[config.mk]
export PLATFORM = sky130hd
export DESIGN_NAME = dithered_thick_segment_shader
export DESIGN_NICKNAME = d
export VERILOG_FILES = /design/src/dtss_pkg.sv /design/src/dithered_thick_segment_shader.sv /design/src/dtss_geom.sv /design/src/dtss_ramp.sv /design/src/dtss_grain.sv
export SDC_FILE = /design/constraint.sdc
export NUM_CORES = 2
export LEC_CHECK = 0
export BUFFER_PORTS_ARGS = -buffer_cell sky130_fd_sc_hd__buf_2
export CAP_MARGIN = 10
export CORE_ASPECT_RATIO = 0.8
export CORE_MARGIN = 5
export CORE_UTILIZATION = 42
export DETAILED_ROUTE_END_ITERATION = 10
export PLACE_DENSITY_LB_ADDON = 0.05
export SKIP_LAST_GASP = 1
export SLEW_MARGIN = 30
export SYNTH_ARGS = -nofsm -noshare
export SYNTH_HDL_FRONTEND = slang
export SYNTH_SLANG_ARGS = --single-unit
[constraint.sdc]
create_clock -name i_clk -period 19.95 [get_ports i_clk]
set_clock_uncertainty 0.2 [all_clocks]
set_input_delay 3.99 -clock i_clk [delete_from_list [all_inputs] [get_ports i_clk]]
set_output_delay 3.99 -clock i_clk [all_outputs]
set_load 0.01 [all_outputs]
[src/dtss_pkg.sv]
package dtss_pkg;

    // Coverage level of the solid core
    localparam logic [4:0] FULL_LEVEL = 5'd16;

    // Configuration register indexes
    localparam logic [2:0] CFG_SINE   = 3'd0;
    localparam logic [2:0] CFG_COSINE = 3'd1;
    localparam logic [2:0] CFG_START  = 3'd2;
    localparam logic [2:0] CFG_END    = 3'd3;
    localparam logic [2:0] CFG_HALF   = 3'd4;
    localparam logic [2:0] CFG_CORE   = 3'd5;

    // Grain hash: only the low HASH_BITS bits of the product sum reach the test
    localparam int unsigned HASH_SHIFT  = 13;
    localparam int unsigned HASH_BITS   = HASH_SHIFT + 8;
    localparam logic [31:0] HASH_MUL_X  = 32'd1664525;
    localparam logic [31:0] HASH_MUL_Y  = 32'd22695477;
    localparam logic [7:0]  HASH_MASK   = 8'hFF;
    localparam logic [7:0]  LIGHT_LIMIT = 8'd8;

    // 4x4 ordered dither thresholds, indexed [y][x]
    localparam logic [3:0] DITHER_MATRIX [4][4] = '{
        '{4'd0,  4'd8,  4'd2,  4'd10},
        '{4'd12, 4'd4,  4'd14, 4'd6},
        '{4'd3,  4'd11, 4'd1,  4'd9},
        '{4'd15, 4'd7,  4'd13, 4'd5}
    };

    // Input word
    typedef struct packed {
        logic [7:0] pixel_x;
        logic [7:0] pixel_y;
    } t_pixel;

    // Result word
    typedef struct packed {
        logic paint;
        logic light_grain;
    } t_result;

    // Segment configuration
    typedef struct packed {
        logic signed [17:0] sine_q16;
        logic signed [17:0] cosine_q16;
        logic signed [8:0]  start_radius;
        logic signed [8:0]  end_radius;
        logic [5:0]         half_width;
        logic [5:0]         core_half_width;
    } t_cfg;

    // Geometry results handed to the coverage stages
    typedef struct packed {
        logic       hit;
        logic [5:0] aperp;
        logic [8:0] dtail;
        logic [8:0] dtip;
        logic [1:0] dx2;
        logic [1:0] dy2;
    } t_geom;

endpackage

[src/dithered_thick_segment_shader.sv]
// Channel   Direction  Handshake                  Word
// --------  ---------  -------------------------  ---------------------------------
// pixel     in         start & !busy              i_pixel   (pixel_x, pixel_y)
// result    out        o_strobe, one cycle        o_result  (paint, light_grain)
// config    in         i_cfg_valid & o_cfg_ready  i_cfg_index, i_cfg_data
//
// One pixel word is taken every cycle; busy is never raised.
// Each result passes through three geometry stages
// (products, projections, range tests), then side ramp divider and level/dither.
// The result receiver cannot stall, so the pipeline always advances.
// Reset clears the valid bits and loads the default configuration.
// Config is always ready; a write to an index past the list is dropped.
module dithered_thick_segment_shader
    import dtss_pkg::*;
#(
    parameter int DISPLAY_WIDTH   = 144,
    parameter int DISPLAY_HEIGHT  = 168,
    parameter int END_FADE_LENGTH = 3
) (
    input  logic        i_clk,
    input  logic        i_rst_n,
    input  logic        start,
    output logic        busy,
    input  t_pixel      i_pixel,
    output logic        o_strobe,
    output t_result     o_result,
    input  logic        i_cfg_valid,
    output logic        o_cfg_ready,
    input  logic [2:0]  i_cfg_index,
    input  logic [17:0] i_cfg_data
);

    // Configuration registers
    t_cfg r_cfg, n_cfg;
    logic w_cfg_write;

    assign o_cfg_ready = 1'b1;
    assign w_cfg_write = i_cfg_valid && o_cfg_ready;

    always_comb begin
        n_cfg = r_cfg;
        if (w_cfg_write) begin
            unique case (i_cfg_index)
                CFG_SINE:   n_cfg.sine_q16        = i_cfg_data;
                CFG_COSINE: n_cfg.cosine_q16      = i_cfg_data;
                CFG_START:  n_cfg.start_radius    = i_cfg_data[8:0];
                CFG_END:    n_cfg.end_radius      = i_cfg_data[8:0];
                CFG_HALF:   n_cfg.half_width      = i_cfg_data[5:0];
                CFG_CORE:   n_cfg.core_half_width = i_cfg_data[5:0];
                default:    n_cfg = r_cfg;
            endcase
        end
    end

    always_ff @(posedge i_clk) begin
        if (!i_rst_n) begin
            r_cfg.sine_q16        <= 18'sd0;
            r_cfg.cosine_q16      <= 18'sd65536;
            r_cfg.start_radius    <= 9'sd0;
            r_cfg.end_radius      <= 9'sd0;
            r_cfg.half_width      <= 6'd0;
            r_cfg.core_half_width <= 6'd0;
        end else begin
            r_cfg <= n_cfg;
        end
    end

    // Pixel intake
    logic w_accept;

    assign busy     = 1'b0;
    assign w_accept = start && !busy;

    // Geometry stages
    logic  w_geom_valid;
    t_geom w_geom;

    dtss_geom #(
        .DISPLAY_WIDTH  (DISPLAY_WIDTH),
        .DISPLAY_HEIGHT (DISPLAY_HEIGHT)
    ) u_geom (
        .i_clk   (i_clk),
        .i_rst_n (i_rst_n),
        .i_valid (w_accept),
        .i_pixel (i_pixel),
        .i_cfg   (r_cfg),
        .o_valid (w_geom_valid),
        .o_geom  (w_geom)
    );

    // Coverage level and dither
    logic w_paint;

    dtss_ramp #(
        .END_FADE_LENGTH (END_FADE_LENGTH)
    ) u_ramp (
        .i_clk   (i_clk),
        .i_rst_n (i_rst_n),
        .i_valid (w_geom_valid),
        .i_geom  (w_geom),
        .i_cfg   (r_cfg),
        .o_valid (o_strobe),
        .o_paint (w_paint)
    );

    // Grain color, aligned with the coverage path
    logic w_light;

    dtss_grain u_grain (
        .i_clk   (i_clk),
        .i_pixel (i_pixel),
        .o_light (w_light)
    );

    assign o_result.paint       = w_paint;
    assign o_result.light_grain = w_paint && w_light;

    // Every accepted pixel yields a result strobe
    a_latency: assert property (@(posedge i_clk) disable iff (!i_rst_n)
        w_accept |-> ##5 o_strobe)
        else $error("result strobe missing five cycles after accept");

    // A result is always backed by an earlier geometry word
    a_stage_link: assert property (@(posedge i_clk) disable iff (!i_rst_n)
        o_strobe |-> $past(w_geom_valid, 2))
        else $error("result strobe without geometry word");

    // Writes past the register list leave the configuration alone
    a_cfg_ignore: assert property (@(posedge i_clk) disable iff (!i_rst_n)
        (w_cfg_write && (i_cfg_index > CFG_CORE)) |=> $stable(r_cfg))
        else $error("config changed by out-of-range write");

endmodule

[src/dtss_geom.sv]
module dtss_geom
    import dtss_pkg::*;
#(
    parameter int DISPLAY_WIDTH  = 144,
    parameter int DISPLAY_HEIGHT = 168
) (
    input  logic   i_clk,
    input  logic   i_rst_n,
    input  logic   i_valid,
    input  t_pixel i_pixel,
    input  t_cfg   i_cfg,
    output logic   o_valid,
    output t_geom  o_geom
);

    localparam logic signed [9:0] CENTER_X = 10'(DISPLAY_WIDTH / 2);
    localparam logic signed [9:0] CENTER_Y = 10'(DISPLAY_HEIGHT / 2);
    localparam logic [8:0]        LIMIT_X  = 9'(DISPLAY_WIDTH);
    localparam logic [8:0]        LIMIT_Y  = 9'(DISPLAY_HEIGHT);

    // Stage 1: offsets from the center and the four products
    logic signed [9:0]  w_dx, w_dy;
    logic signed [27:0] n1_dxs, n1_dyc, n1_dxc, n1_dys;
    logic               n1_on;

    assign w_dx   = signed'({2'b00, i_pixel.pixel_x}) - CENTER_X;
    assign w_dy   = signed'({2'b00, i_pixel.pixel_y}) - CENTER_Y;
    assign n1_dxs = w_dx * $signed(i_cfg.sine_q16);
    assign n1_dyc = w_dy * $signed(i_cfg.cosine_q16);
    assign n1_dxc = w_dx * $signed(i_cfg.cosine_q16);
    assign n1_dys = w_dy * $signed(i_cfg.sine_q16);
    assign n1_on  = ({1'b0, i_pixel.pixel_x} < LIMIT_X) && ({1'b0, i_pixel.pixel_y} < LIMIT_Y);

    logic               r1_valid;
    logic signed [27:0] r1_dxs, r1_dyc, r1_dxc, r1_dys;
    logic               r1_on;
    logic [1:0]         r1_dx2, r1_dy2;

    always_ff @(posedge i_clk) begin
        if (!i_rst_n) begin
            r1_valid <= 1'b0;
        end else begin
            r1_valid <= i_valid;
        end
        r1_dxs <= n1_dxs;
        r1_dyc <= n1_dyc;
        r1_dxc <= n1_dxc;
        r1_dys <= n1_dys;
        r1_on  <= n1_on;
        r1_dx2 <= i_pixel.pixel_x[1:0];
        r1_dy2 <= i_pixel.pixel_y[1:0];
    end

    // Stage 2: projections along and across the segment
    logic               r2_valid;
    logic signed [27:0] r2_along, r2_perp;
    logic               r2_on;
    logic [1:0]         r2_dx2, r2_dy2;

    always_ff @(posedge i_clk) begin
        if (!i_rst_n) begin
            r2_valid <= 1'b0;
        end else begin
            r2_valid <= r1_valid;
        end
        r2_along <= r1_dxs - r1_dyc;
        r2_perp  <= r1_dxc + r1_dys;
        r2_on    <= r1_on;
        r2_dx2   <= r1_dx2;
        r2_dy2   <= r1_dy2;
    end

    // Stage 3: range and width tests, distances to both ends
    logic signed [27:0] w_r0, w_r1, w_tail_diff, w_tip_diff;
    logic [27:0]        w_perp_abs;
    logic               w_in_range, w_width_ok;
    t_geom              n3_geom;

    assign w_r0        = {{3{i_cfg.start_radius[8]}}, i_cfg.start_radius, 16'b0};
    assign w_r1        = {{3{i_cfg.end_radius[8]}}, i_cfg.end_radius, 16'b0};
    assign w_tail_diff = r2_along - w_r0;
    assign w_tip_diff  = w_r1 - r2_along;
    assign w_perp_abs  = r2_perp[27] ? 28'(-r2_perp) : 28'(r2_perp);
    assign w_in_range  = (r2_along >= w_r0) && (r2_along <= w_r1);
    assign w_width_ok  = w_perp_abs[26:16] <= {5'b0, i_cfg.half_width};

    always_comb begin
        n3_geom.hit   = r2_on && w_in_range && w_width_ok;
        n3_geom.aperp = w_perp_abs[21:16];
        n3_geom.dtail = w_tail_diff[24:16];
        n3_geom.dtip  = w_tip_diff[24:16];
        n3_geom.dx2   = r2_dx2;
        n3_geom.dy2   = r2_dy2;
    end

    logic  r3_valid;
    t_geom r3_geom;

    always_ff @(posedge i_clk) begin
        if (!i_rst_n) begin
            r3_valid <= 1'b0;
        end else begin
            r3_valid <= r2_valid;
        end
        r3_geom <= n3_geom;
    end

    assign o_valid = r3_valid;
    assign o_geom  = r3_geom;

endmodule

[src/dtss_ramp.sv]
module dtss_ramp
    import dtss_pkg::*;
#(
    parameter int END_FADE_LENGTH = 3
) (
    input  logic  i_clk,
    input  logic  i_rst_n,
    input  logic  i_valid,
    input  t_geom i_geom,
    input  t_cfg  i_cfg,
    output logic  o_valid,
    output logic  o_paint
);

    localparam logic [8:0] FADE_LEN = 9'(END_FADE_LENGTH);

    // End fade levels, one per distance from the end
    logic [4:0] w_fade [16];

    for (genvar gi = 0; gi < 16; gi++) begin : g_fade
        assign w_fade[gi] = 5'((gi * FULL_LEVEL) / END_FADE_LENGTH);
    end

    // Stage 4: side ramp by a short restoring division, end fade by table
    logic [5:0] w_a, w_side;
    logic       w_side_on, w_end_on;
    logic [8:0] w_dend;
    logic [3:0] w_q;
    logic [4:0] n4_t_side, n4_t_end;

    assign w_a       = i_geom.aperp - i_cfg.core_half_width;
    assign w_side    = i_cfg.half_width - i_cfg.core_half_width;
    assign w_side_on = (i_geom.aperp > i_cfg.core_half_width)
                       && (i_cfg.half_width > i_cfg.core_half_width);
    assign w_dend    = (i_geom.dtail < i_geom.dtip) ? i_geom.dtail : i_geom.dtip;
    assign w_end_on  = w_dend < FADE_LEN;

    // q = floor(16 * a / side) for a < side, four quotient bits
    always_comb begin
        logic [6:0] rem;
        rem = {1'b0, w_a};
        w_q = '0;
        for (int i = 3; i >= 0; i--) begin
            rem = {rem[5:0], 1'b0};
            if (rem >= {1'b0, w_side}) begin
                w_q[i] = 1'b1;
                rem    = rem - {1'b0, w_side};
            end
        end
    end

    always_comb begin
        if (!w_side_on) begin
            n4_t_side = FULL_LEVEL;
        end else if (w_a == w_side) begin
            n4_t_side = 5'd0;
        end else begin
            n4_t_side = FULL_LEVEL - {1'b0, w_q};
        end
        n4_t_end = w_end_on ? w_fade[w_dend[3:0]] : FULL_LEVEL;
    end

    logic       r4_valid, r4_hit;
    logic [4:0] r4_t_side, r4_t_end;
    logic [1:0] r4_dx2, r4_dy2;

    always_ff @(posedge i_clk) begin
        if (!i_rst_n) begin
            r4_valid <= 1'b0;
        end else begin
            r4_valid <= i_valid;
        end
        r4_hit    <= i_geom.hit;
        r4_t_side <= n4_t_side;
        r4_t_end  <= n4_t_end;
        r4_dx2    <= i_geom.dx2;
        r4_dy2    <= i_geom.dy2;
    end

    // Stage 5: final level against the dither threshold
    logic [4:0] w_level;
    logic       n5_paint;

    assign w_level  = (r4_t_side < r4_t_end) ? r4_t_side : r4_t_end;
    assign n5_paint = r4_hit && (w_level != 5'd0)
                      && ((w_level == FULL_LEVEL)
                          || ({1'b0, DITHER_MATRIX[r4_dy2][r4_dx2]} < w_level));

    logic r5_valid, r5_paint;

    always_ff @(posedge i_clk) begin
        if (!i_rst_n) begin
            r5_valid <= 1'b0;
        end else begin
            r5_valid <= r4_valid;
        end
        r5_paint <= n5_paint;
    end

    assign o_valid = r5_valid;
    assign o_paint = r5_paint;

endmodule

[src/dtss_grain.sv]
module dtss_grain
    import dtss_pkg::*;
(
    input  logic   i_clk,
    input  t_pixel i_pixel,
    output logic   o_light
);

    // Stage 1: constant products, low bits only
    logic [HASH_BITS-1:0] r1_px, r1_py;

    always_ff @(posedge i_clk) begin
        r1_px <= HASH_BITS'(HASH_BITS'(i_pixel.pixel_x) * HASH_MUL_X[HASH_BITS-1:0]);
        r1_py <= HASH_BITS'(HASH_BITS'(i_pixel.pixel_y) * HASH_MUL_Y[HASH_BITS-1:0]);
    end

    // Stage 2: hash sum
    logic [HASH_BITS-1:0] r2_h;

    always_ff @(posedge i_clk) begin
        r2_h <= r1_px + r1_py;
    end

    // Stage 3: xor-shift mix and light test
    logic [7:0] w_mix;
    logic       r3_light;

    assign w_mix = (r2_h[7:0] ^ r2_h[HASH_BITS-1:HASH_SHIFT]) & HASH_MASK;

    always_ff @(posedge i_clk) begin
        r3_light <= w_mix < LIGHT_LIMIT;
    end

    // Stages 4 and 5: align with the coverage path
    logic r4_light, r5_light;

    always_ff @(posedge i_clk) begin
        r4_light <= r3_light;
        r5_light <= r4_light;
    end

    assign o_light = r5_light;

endmodule
==> Word level (Yosys, flattened, before mapping) <==
Memory sizes are Yosys's and may differ from the RTL's. A register that Yosys moved wholly into a read port is not among the register bits.
Index checks and enable logic that the tools add are counted.
{ "word_totals": {"regBits": 355, "output_inout_bits": 5, "rom_bits": 80, "inputBits": 41, "elab_cells": 128, "memories": 1} }
{ "op_classes": {"eq_ne": 7, "magnitude_cmp": 18, "n_reduce_logical": 19, "mux": 17, "bitwise_logic": 5, "mul": 6, "add_sub_neg": 14} }
{ "memory_table": {"columns": ["name", "depth", "word_bits", "rd", "rd_clocked_by_memory_dff", "write_ports", "line", "rtl"], "rows": [
  ["(name not given)", 16, 5, 1, 1, 0, "dtss_ramp.sv:60", "n4_t_end = w_end_on ? w_fade[w_dend[3:0]] : FULL_LEVEL;"]
]} }
{ "op_table": {"columns": ["operator", "n"], "rows": [
  ["$mul 9x18->27", 4],
  ["$sub 25x25->25", 2],
  ["$mul 8x21->21 const B", 2],
  ["$bmux 16 s2", 1],
  ["$mux 16", 2],
  ["$sub 6x6->6", 5],
  ["$add 28x28->28", 1],
  ["$ge 28x25->1", 1],
  ["$ge 7x6->1", 4],
  ["$le 28x25->1", 1],
  ["$sub 28x28->28", 1],
  ["$mux 27", 1],
  ["$neg 27->27", 1],
  ["$add 21x21->21", 1],
  ["$mux 6", 3],
  ["$sub 8x7->9 const B", 2],
  ["$lt 8x8->1 const B", 2],
  ["$gt 6x6->1", 2],
  ["$reduce_and 2->1", 6],
  ["$le 11x6->1", 1],
  ["$mux 5", 2],
  ["$lt 9x2->1 const B", 1],
  ["$lt 9x9->1", 1],
  ["$mux 9", 1],
  ["23 further kinds", 38]
]} }

==> Logic depth before layout (Yosys ltp) <==
{ "logic_depth": {"word_depth": 11, "ltp_mapped": 49, "depth_no_buf": 46} }

==> Hierarchy <==
Synthesis repeated with hierarchy kept, for this count alone.
{ "hier_totals": {"cells_unflattened": 4450, "area_unflattened_um2": 41170.7} }
{ "modules_own_cells": {"columns": ["module", "seq_area_each_um2", "area_each_um2", "n_inst", "cells_per_inst"], "rows": [
  ["dtss_geom", 4124.0, 30290.3, 1, 3270],
  ["dtss_grain", 1101.1, 5706.7, 1, 592],
  ["dtss_ramp", 320.3, 2688.8, 1, 343],
  ["dithered_thick_segment_shader", 1321.3, 2484.9, 1, 245]
]} }

==> Worst setup path before layout <==
OpenSTA, ideal clock, no wires.
{ "synth_timing": {"kind": "in2reg", "from": "input port i_pixel[2] in the netlist's numbering", "to": "register u_geom.r1_dyc[26]", "path_stages": 26, "setup_ns": 0.120, "required_time_ns": 19.630, "path_slack_ns": 9.029, "path_buffers": 2, "arrival_time_ns": 10.601, "cell_sequence": "inv_1 > clkbuf_1 > ha_1 > o21ai_0 > xnor2_1 > clkbuf_1 > nand2_1 > fa_1 > fa_1 > inv_1 > fa_1 > fa_1 > fa_1 > ha_1 > inv_1 > o21bai_1 > a21oi_1 > o21bai_1 > a21oi_1 > o21ai_0 > o41ai_1 > o21ai_0 > o41a_1 > a211oi_1 > a21oi_1 > xnor2_1"} }
{ "synth_via": {"elab_chain_len": 2} }
{ "synth_rtl": {"columns": ["item", "line", "rtl"], "rows": [
  ["start, declared", "dithered_thick_segment_shader.sv:24", "input t_pixel i_pixel,"],
  ["$sub 8x7->9", "dtss_geom.sv:27", "assign w_dy = signed'({2'b00, i_pixel.pixel_y}) - CENTER_Y;"],
  ["$mul 9x18->27", "dtss_geom.sv:29", "assign n1_dyc = w_dy * $signed(i_cfg.cosine_q16);"],
  ["via u_geom.n1_dyc[26]", "dtss_geom.sv:23", "logic signed [27:0] n1_dxs, n1_dyc, n1_dxc, n1_dys;"],
  ["end signal, assigned", "dtss_geom.sv:46", "r1_dyc <= n1_dyc;"],
  ["end, declared", "dtss_geom.sv:35", "logic signed [27:0] r1_dxs, r1_dyc, r1_dxc, r1_dys;"]
]} }
The timed path passes the listed nets, and every way through them passes these cells.
A chain may end at the register's enable or synchronous reset.

==> Final worst setup path <==
Same ends and word-level chain as after synthesis.

==> metrics <==
worst-case headroom to the max-slew limit=30.34%; clock-pin slew reported for the worst setup and hold paths after clock tree synthesis=60 ps; number of buffers inserted by post-CTS setup repair=0; antenna viol nets, final=0; Vias=28057; logic depth of the worst register-to-register path=45; fin util=45.64%; count of final max-slew check failures=0; Die Area=102400 sq um; top library cells by usage in the layout, fill and taps aside=sky130_fd_sc_hd__inv_1 (771), sky130_fd_sc_hd__fa_1 (582), sky130_fd_sc_hd__nand2_1 (520), sky130_fd_sc_hd__ha_1 (502), sky130_fd_sc_hd__dfxtp_1 (336); outcome=complete, no violations; share of synthesized flip-flops with an asynchronous set or reset=0%; placed cell areas=41980 sq um; hold buffers post-CTS=0; detail-routed net length per standard cell=17.66 um; GR met2 Demand/Resource=29.74%; ant diodes=0; register bit count reported by yosys=339; part of the power in the clock network=18.4%; area leader, netlist=sky130_fd_sc_hd__fa_1; horizontal extent of the die=356.5 um; Reg power frac=23.1%; number of library cell types mapped by synthesis=74; startpoint of the worst setup timing path=i_pixel[2]; smallest setup slack after layout=8433 ps; CTS Root Cell=sky130_fd_sc_hd__clkbuf_16; Final Instance Area=43430 sq um; TritonCTS sink count=339; static leakage=20.57 nW; starting density of the core=42.38%; critical path startpoint category=input port; YS warnings=0; Power Dens Cells=100.1 nW/um^2; RSZ-0062 raised after global routing=no; pin count of the biggest net entering global routing=72; aggregate global-route resource usage=20.34%; Switch Pwr=0.001931 W; crit path to=u_geom.r1_dyc[26]; number of nets in the synthesized netlist=5536; top-level port count=46; via density per instance=4.912; slew of the pin with the lowest slew margin=1043 ps; crit-path max cell delay=670 ps; 1st-iter DRT viols=1549; maximum level of the CTS H-tree=2; count of max-cap constraint violations=0; most heavily used metal layer in global routing=met1; Die H=287.2 um; Final Setup Violations=0; Floorplan Core Area=95160 sq um; crit-path most repeated cell=sky130_fd_sc_hd__fa_1; remaining design rule violation count=0; kind of capture point of the worst setup path=register; sequential-to-total area share from yosys stat=16.83%; final HPWL from detailed placement=78460 um; worst-case vdd ir drop=0.0001344 V; commonest non-fill, non-tap cell in the layout=sky130_fd_sc_hd__inv_1; share of the clock period used by the worst path=57.73%; Critical Path AT=11790 ps; logic gate share of total power=58.5%; Port-buffer cells=43; setup tns final=0 ps; Worst Path Class, Setup=in -> reg; GRT Residual Overflow=0; ratio of cells with drive above 1 in the final layout=5.379%; ys flop type=sky130_fd_sc_hd__dfxtp_1; global routing usage on met3=2.772%; clock buffers created by TritonCTS=42; post-synthesis area per instance=9.143 sq um; insertion delay of the later-clocked pin in the worst-skew pair=600 ps; Area contributors post-synth=sky130_fd_sc_hd__fa_1 (29%), sky130_fd_sc_hd__dfxtp_1 (17%), sky130_fd_sc_hd__ha_1 (16%); area growth from synthesis to layout=7.684%; Bufs on Longest Clock Path=3; length of the first detailed-routing pass in iterations=5; number of antenna violations at the first check in global routing=1; synthesized area=40330 sq um; area share of the largest cell type after synthesis=28.89%; Hold WC Path Type=reg -> reg; internal reg-to-reg setup slack=10250 ps; achievable clock frequency=0.08683 GHz; final WL=100800 um; master of the slowest instance on the critical path=sky130_fd_sc_hd__o41ai_1; first-pass GRT wire length=163800 um; nets@finish=5519; Reg2Reg Capture Point=u_ramp.r4_t_side[2]; final total power=0.004346 W; worst setup slack after placement=7852 ps; final critical delay including setup and external delays=11520 ps; critical register-to-register path startpoint=r_cfg[1]; Final Hold Fails=0; cell internal power dissipation=0.002414 W; post-synthesis instance total=4411; Gates resized, CTS repair=0; count of flip-flops with a built-in enable after synthesis=0; critical path data required time=20220 ps; placement row count=101; fraction of met1 tracks used by global routing=32.18%; count of fill cells added during filler insertion=9388; CP max FO=36; final weighted congestion of routability-driven global placement=0.8099; number of global-route vias before repair=28129; switching fraction of total power=44.44%; CTS tree=yes
## registers in the layout, indices dropped and copies added (netlist names), 27 cells and up
signal	cells
r_cfg	66
u_geom.r2_along	28
u_geom.r2_perp	28
u_geom.o_geom	29
u_geom.r1_dys	27
u_geom.r1_dyc	27
u_geom.r1_dxc	27
u_geom.r1_dxs	27
## synthesized netlist by cell type, drive strengths merged, types with 72 or more instances
master	count
nand2	520
a21oi	131
ha	502
xnor2	196
o21ai	105
and2	160
clkbuf	143
nand2b	72
nor2b	142
fa	582
nor2	154
dfxtp	339
inv	771
## stage by stage
step                hold slack [ps]  cells
global route                  130.1   5712
detailed placement            112.1   5636
CTS                           122.5   5711
floorplan                     109.6   4411
global placement              110.6   5636
finish                        124.9   5712
## final cells by class
cell class                      count  area (sq um)  area share (%)
Clock inverter                     21         259.0          0.5964
Multi-Input combinational cell   3150         30140           69.40
Clock buffer                       54          1166           2.685
Inverter                          771          2894           6.664
Timing Repair Buffer               90         571.8           1.317
Sequential cell                   339          6790           15.63
Tap cell                         1287          1610           3.708
## worst max-delay path: cells and delay by family
family,cells,cell delay (ps)
adders and majority gates,7,2980
xor gates and xnor gates,2,310
AOI/OAI and AO/OA,11,3270
and+or+nand+nor,1,160
buffers and inverters,5,1040
## cells by family after synthesis
group	share of synthesized area, %
xor+xnor	5.082
fa+ha+maj	44.57
simple gates	15.12
flops	16.83
buf+inv	8.671
compound gates	8.981
other cells	0.01862
mux	0.7352
## power groups by stage
stage	clock (W)	combinational [W]	sequential, W
after floorplan	0	0.00194	0.000953
after global placement	0	0.00253	0.00102
after detailed placement	0	0.00252	0.00102
after CTS	0.000826	0.00254	0.00101
after global routing	0.000853	0.00288	0.00102
final	0.000800	0.00254	0.00100
## routing by layer
metal	vias to the layer above	part of all wire (%)	wire, um
li1	13831	-	-
met1	13754	53	53850
met2	393	41	41300
met3	79	4.1	4149
met4	0	1.5	1552
met5	-	0	0
## how the worst min path moves through the flow
stage | depth (start not counted) | slack [ps] | endpoint | from
2_1_floorplan | 0 | 110 | u_geom.o_geom[0] | u_geom.r2_dy2[0]
3_5_place_dp | 0 | 110 | u_grain.o_light | u_grain.r4_light
3_3_place_gp | 0 | 110 | u_geom.o_geom[0] | u_geom.r2_dy2[0]
5_1_grt | 0 | 130 | u_ramp.r4_dx2[0] | u_geom.o_geom[2]
4_1_cts | 0 | 120 | u_geom.o_geom[1] | u_geom.r2_dy2[1]
6_report | 0 | 120 | u_geom.o_geom[0] | u_geom.r2_dy2[0]
Power figures use the tool's default switching activity.
